===== config.mk =====
export PLATFORM = sky130hd
export DESIGN_NAME = wss_scan
export DESIGN_NICKNAME = d
export VERILOG_FILES = /design/src/rtl/wss_pkg.sv /design/src/rtl/wss_scan.sv
export SDC_FILE = /design/constraint.sdc
export NUM_CORES = 1
export LEC_CHECK = 0
export BUFFER_PORTS_ARGS = -buffer_cell sky130_fd_sc_hd__buf_2
export CAP_MARGIN = 20
export CORE_MARGIN = 2
export CORE_UTILIZATION = 53
export CTS_BUF_LIST = sky130_fd_sc_hd__clkbuf_4
export CTS_CLUSTER_DIAMETER = 40
export CTS_CLUSTER_SIZE = 24
export DETAILED_ROUTE_END_ITERATION = 12
export HOLD_SLACK_MARGIN = 0.12
export PLACE_DENSITY = 0.82
export SYNTH_ARGS = -nofsm -noshare
export SYNTH_HDL_FRONTEND = slang
export SYNTH_SLANG_ARGS = --single-unit

===== constraint.sdc =====
create_clock -name clk -period 2.9 [get_ports clk]
set_clock_uncertainty 0.1 [all_clocks]
set_input_delay 0.435 -clock clk [delete_from_list [all_inputs] [get_ports clk]]
set_output_delay 0.435 -clock clk [all_outputs]
set_load 0.01 [all_outputs]

===== src/rtl/wss_pkg.sv =====
// ----------------------------------------------------------------------------
// wss_pkg
// Shared types, sizes, codes and ring arithmetic of the work-stealing
// task scheduler.
// ----------------------------------------------------------------------------
`default_nettype none

package wss_pkg;

    localparam int NUM_WORKERS = 16;
    localparam int QUEUE_DEPTH = 64;
    localparam int TASK_WIDTH  = 64;

    localparam int WID_W  = $clog2(NUM_WORKERS);
    localparam int WC_W   = $clog2(NUM_WORKERS + 1);
    localparam int POS_W  = $clog2(QUEUE_DEPTH);
    localparam int FILL_W = $clog2(QUEUE_DEPTH + 1);
    localparam int SUM_W  = FILL_W + 1;
    localparam int MEM_DEPTH = NUM_WORKERS * QUEUE_DEPTH;
    localparam int ADDR_W = $clog2(MEM_DEPTH);

    // fixed field widths
    localparam int FUNC_W   = 3;
    localparam int WORKER_W = 4;
    localparam int CFG_W    = 5;
    localparam int STAT_W   = 2;
    localparam int CNT_W    = 11;
    localparam int STEAL_W  = 32;

    localparam logic [CNT_W-1:0] INFLIGHT_MAX = '1;

    localparam logic [FUNC_W-1:0] FN_PUSH     = 3'd0;
    localparam logic [FUNC_W-1:0] FN_POP      = 3'd1;
    localparam logic [FUNC_W-1:0] FN_DONE     = 3'd2;
    localparam logic [FUNC_W-1:0] FN_BEGIN    = 3'd3;
    localparam logic [FUNC_W-1:0] FN_SHUTDOWN = 3'd4;
    localparam logic [FUNC_W-1:0] FN_TRY_SHUT = 3'd5;

    localparam logic [STAT_W-1:0] STAT_OK      = 2'd0;
    localparam logic [STAT_W-1:0] STAT_NO_WORK = 2'd1;
    localparam logic [STAT_W-1:0] STAT_REFUSED = 2'd2;
    localparam logic [STAT_W-1:0] STAT_FULL    = 2'd3;

    typedef enum logic [2:0] {
        S_IDLE,
        S_EXEC,
        S_SCAN,
        S_READ,
        S_RESP
    } wss_state_t;

    typedef struct packed {
        logic             done;
        logic             found;
        logic [WID_W-1:0] victim;
    } wss_scan_res_t;

    // slot of entry 'off' counted from the front of a ring
    function automatic logic [POS_W-1:0] ring_pos(
        input logic [POS_W-1:0]  front,
        input logic [FILL_W-1:0] off
    );
        logic [SUM_W-1:0] sum;
        sum = SUM_W'(front) + SUM_W'(off);
        if (sum >= SUM_W'(QUEUE_DEPTH))
        begin
            sum = sum - SUM_W'(QUEUE_DEPTH);
        end
        return POS_W'(sum);
    endfunction

    function automatic logic [ADDR_W-1:0] store_addr(
        input logic [WID_W-1:0] w,
        input logic [POS_W-1:0] pos
    );
        return ADDR_W'(w) * ADDR_W'(QUEUE_DEPTH) + ADDR_W'(pos);
    endfunction

endpackage

`default_nettype wire


===== src/rtl/wss_scan.sv =====
// ----------------------------------------------------------------------------
// wss_scan
// Victim scanner: walks the other active workers in cyclic order, one
// non-empty test per cycle, and reports the first queue holding work.
// ----------------------------------------------------------------------------
`default_nettype none

module wss_scan (
    input  wire logic                           clk,
    input  wire logic                           rst_n,
    input  wire logic                           start,
    input  wire logic [wss_pkg::WID_W-1:0]      worker,
    input  wire logic [wss_pkg::WC_W-1:0]       active,
    input  wire logic [wss_pkg::NUM_WORKERS-1:0] nonempty,
    output wss_pkg::wss_scan_res_t              res
);

    logic                      busy_reg,  busy_next;
    logic [wss_pkg::WID_W-1:0] cand_reg,  cand_next;
    logic [wss_pkg::WC_W-1:0]  left_reg,  left_next;
    logic                      hit;

    // next candidate after w, wrapping at the active count (w < active)
    function automatic logic [wss_pkg::WID_W-1:0] next_cand(
        input logic [wss_pkg::WID_W-1:0] w,
        input logic [wss_pkg::WC_W-1:0]  n
    );
        logic [wss_pkg::WC_W-1:0] sum;
        sum = wss_pkg::WC_W'(w) + wss_pkg::WC_W'(1);
        if (sum >= n)
        begin
            sum = '0;
        end
        return wss_pkg::WID_W'(sum);
    endfunction

    assign hit        = nonempty[cand_reg];
    assign res.found  = busy_reg && hit;
    assign res.done   = busy_reg && (hit || left_reg == wss_pkg::WC_W'(1));
    assign res.victim = cand_reg;

    always_comb
    begin
        busy_next = busy_reg;
        cand_next = cand_reg;
        left_next = left_reg;
        if (start)
        begin
            busy_next = 1'b1;
            cand_next = next_cand(worker, active);
            left_next = active - wss_pkg::WC_W'(1);
        end
        else if (busy_reg)
        begin
            if (res.done)
            begin
                busy_next = 1'b0;
            end
            else
            begin
                cand_next = next_cand(cand_reg, active);
                left_next = left_reg - wss_pkg::WC_W'(1);
            end
        end
    end

    always_ff @(posedge clk or negedge rst_n)
    begin
        if (!rst_n)
        begin
            busy_reg <= 1'b0;
            cand_reg <= '0;
            left_reg <= '0;
        end
        else
        begin
            busy_reg <= busy_next;
            cand_reg <= cand_next;
            left_reg <= left_next;
        end
    end

endmodule

`default_nettype wire


==> flow_summary.toml <==
[floorplan]
core_sq_um = 2000
floorplan.die.height_um = 50.6
start_util = 0.574
io_pins = 34
row_count = 16
die_x_um = 50.6
dieArea_sq_um = 2560

[setup_path]
r2r_start = "cand_reg[0]"
reg2reg_depth = 5
critPathBufInv = 1
critPathCaptureType = "output pin"
crit_path_start_kind = "register"
cp.required_ns = 2.37
criticalPathCategory = "register to output pin"
ff2ff_setup_slack_ns = 0.50
crit_chain = "mux2_1 > a222oi_1 > a22oi_1 > nor2_1 > nor2_1 > buf_2"
cpMostUsedCell = "nor2_1"
slowest_delay_ns = 0.52
r2r-end = "cand_reg[0]"
crit_arrival_ns = 2.10
critPathSlowestCell = "dfrtp_2"
crit_fanout = 14
path_delay_family = "compound AO/OA/AOI/OAI gates"

[synthesis]
synth-compound-area-share = 0.181
yosysSeqAreaShare = 0.218
synth_area_leader_cell = "dfrtp_1"
ys.warnings.count = 0
synth_xor_area_frac = 0.0533
synthesis.area_sq_um = 1150
synthCells = 132
synthAdderAreaFrac = 0.163
synth_cell_types = 39
syn-num-nets = 175
synth_area_leaders = "dfrtp_1 (22%), ha_1 (16%), mux2_1 (4.9%)"
syn_area_per_cell_sq_um = 8.71
ys_ff_latch = 10
synth_top_area_frac = 0.218
synth_simple_gate_area_frac = 0.222
synth_top_family_by_area = "simple AND/OR/NAND/NOR gates"
synth_mux_area_frac = 0.0979

[detailed_routing]
vias = 1131
postRouteAntennaNets = 0
firstDrtPassIters = 4
route.detailed.drc = 0
first_iter_violations = 30
routed_wl_um = 2610
routedWlPerCell_um = 13.5
vias_per_cell = 5.86

[clock_tree]
cts_made_buffers = 3
postCtsSetupRepairBufs = 0
clock_path_buffers = 2
cts.reportedPaths.clkPinSlew_ns = 0.07
cts_tree = "done"
htreeDepth = 1
clkSinkCount = 10
cts_root_buf = "clkbuf_4"
worstSkewPairLatency_ns = 0.28

[timing]
final-setup-viol-count = 0
worst_slew_pin_slew_ns = 0.536
rsz0062_at_grt = "no"
min_period_ns = 2.64
finalSetupTns_ns = 0
report.final.slew_viol_count = 0
max_freq_mhz = 379
maxSlewHeadroom = 0.634
finalCritPeriodShare = 0.910
hold_ws_ns = 0.404
hold_violations = 0

[final_layout]
antenna_cells = 0
largest_reg_flops = 5
finalNetCount = 210
drive_gt1_frac = 0.271
area_delta_synth_final_pct = 18.0

[worst_hold_path]
min_path_type = "input port to register"
hold_depth = 4
holdCritStartpoint = "active[0]"
hold-path-endpoint = "left_reg[0]"

[grt]
grt_pass1_wl_um = 4530
antenna_found_initial = 0
grt_pass1_vias = 1154
gr-total-overflow = 0
track_usage = 0.233
grt_max_degree = 15

[power]
peakVddDrop_v = 0.000443
p_leak_nw = 0.653
power_density_nw_per_um2 = 849
power.total_w = 0.00115

[placed_design]
io_buffer_count = 33
hpwl_um = 2160
routabilityCongestion = 0.856

[flow_run]
cap_violations = 0

[outcome]
status = "complete, no violations"
[through the flow]
| step | utilization | cell area [sq um] | std cells | setup WS [ns] |
|---|---|---|---|---|
| 6_report | 0.678 | 1360 | 193 | 0.260 |
| 2_1_floorplan | - | 1150 | 132 | 0.694 |
| 5_1_grt | 0.678 | 1360 | 193 | 0.123 |
| 3_3_place_gp | 0.659 | 1320 | 188 | 0.486 |
| 4_1_cts | 0.677 | 1360 | 193 | 0.110 |
| 3_5_place_dp | 0.659 | 1320 | 188 | 0.341 |
[synth_stat cells (all sizes together)]
| library cell | number |
|---|---|
| nand2b | 6 |
| a21oi | 3 |
| nor3 | 5 |
| nand4 | 1 |
| a211oi | 4 |
| and3 | 2 |
| a31oi | 3 |
| nor3b | 1 |
| or3 | 2 |
| xor2 | 3 |
| nor2b | 3 |
| ha | 15 |
| a2111oi | 2 |
| o22ai | 2 |
| o21ai | 6 |
| inv | 11 |
| nand2 | 5 |
| o2111a | 1 |
| nor2 | 6 |
| a31o | 1 |
| nor4b | 1 |
| a222oi | 2 |
| dfrtp | 10 |
| buf | 3 |
| nand3 | 6 |
| mux2 | 10 |
| xnor2 | 4 |
| and2 | 4 |
| o31ai | 1 |
| clkinv | 1 |
| a22oi | 2 |
| o211ai | 2 |
| clkbuf | 1 |
| nor4 | 3 |
[worst reg2reg max path, cell delays in order (launching register included)]
cell       delay [ns]
dfrtp_2          0.52
mux2_2           0.38
a2111oi_0        0.53
nand2_1          0.24
nand3_2          0.18
mux2_1           0.33
[kinds of logic after synthesis]
group,after synthesis
and+or+nand+nor,45
muxes,10
adders and majority gates,15
buffers and inverters,16
xor gates and xnor gates,7
DFF,10
AOI/OAI and AO/OA,29
[power by group]
group	leakage [nW]	switching (W)	total, W	internal [W]
sequential	0.116	0.000114	0.000326	0.000211
combinational	0.521	0.000387	0.000724	0.000337
clock	0.0154	0.0000522	0.000102	0.0000499
[cells in the final DEF, fill, tap and decap left out, types with 4 or more instances in the layout]
| cell type | Yosys | final |
|---|---|---|
| ha_1 | 15 | 15 |
| nand2b_1 | 6 | 6 |
| nand2_1 | 5 | 5 |
| mux2_1 | 5 | 5 |
| o21ai_0 | 5 | 5 |
| nor2_1 | 6 | 6 |
| dfrtp_1 | 10 | 9 |
| mux2_2 | 5 | 5 |
| inv_1 | 11 | 11 |
| nor3_1 | 5 | 5 |
| buf_2 | 0 | 33 |
| xnor2_1 | 4 | 4 |
| nand3_1 | 5 | 5 |
| and2_1 | 4 | 4 |
| a211oi_1 | 4 | 4 |
[how the worst max path moves through the flow]
| stage | start | end | slack [ns] | cells after the start |
|---|---|---|---|---|
| after floorplan | cand_reg[0] | res[4] | 0.69 | 5 |
| after global placement | cand_reg[0] | res[4] | 0.49 | 5 |
| after detailed placement | cand_reg[0] | cand_reg[1] | 0.34 | 5 |
| after CTS | cand_reg[0] | res[5] | 0.11 | 6 |
| after global routing | cand_reg[0] | res[5] | 0.12 | 6 |
| final | cand_reg[0] | res[5] | 0.26 | 6 |
[final cells by class]
| cell class | instances | area, sq um |
|---|---|---|
| clock buffers | 3 | 22.5 |
| clock inverters | 1 | 3.75 |
| fillers | 187 | 646 |
| inverters | 12 | 45.0 |
| multi-input cells | 106 | 825 |
| flip-flops and latches | 10 | 251 |
| well taps | 27 | 33.8 |
| repair buffers | 34 | 175 |
[routing by layer]
metal / track usage / share of wire / vias to the layer above
met4: 0.113 / 0.023 / 0
met5: 0 / 0 / -
li1: - / - / 562
met3: 0.0179 / 0.074 / 5
met1: 0.252 / 0.40 / 515
met2: 0.450 / 0.50 / 49
[what timing repair did]
item	CTS	global route
hold endpoints to repair	10	0
resized for setup	0	1
setup endpoints to repair	0	2
hold buffers	1	0
Note: power is estimated with default switching activity, not from simulation.
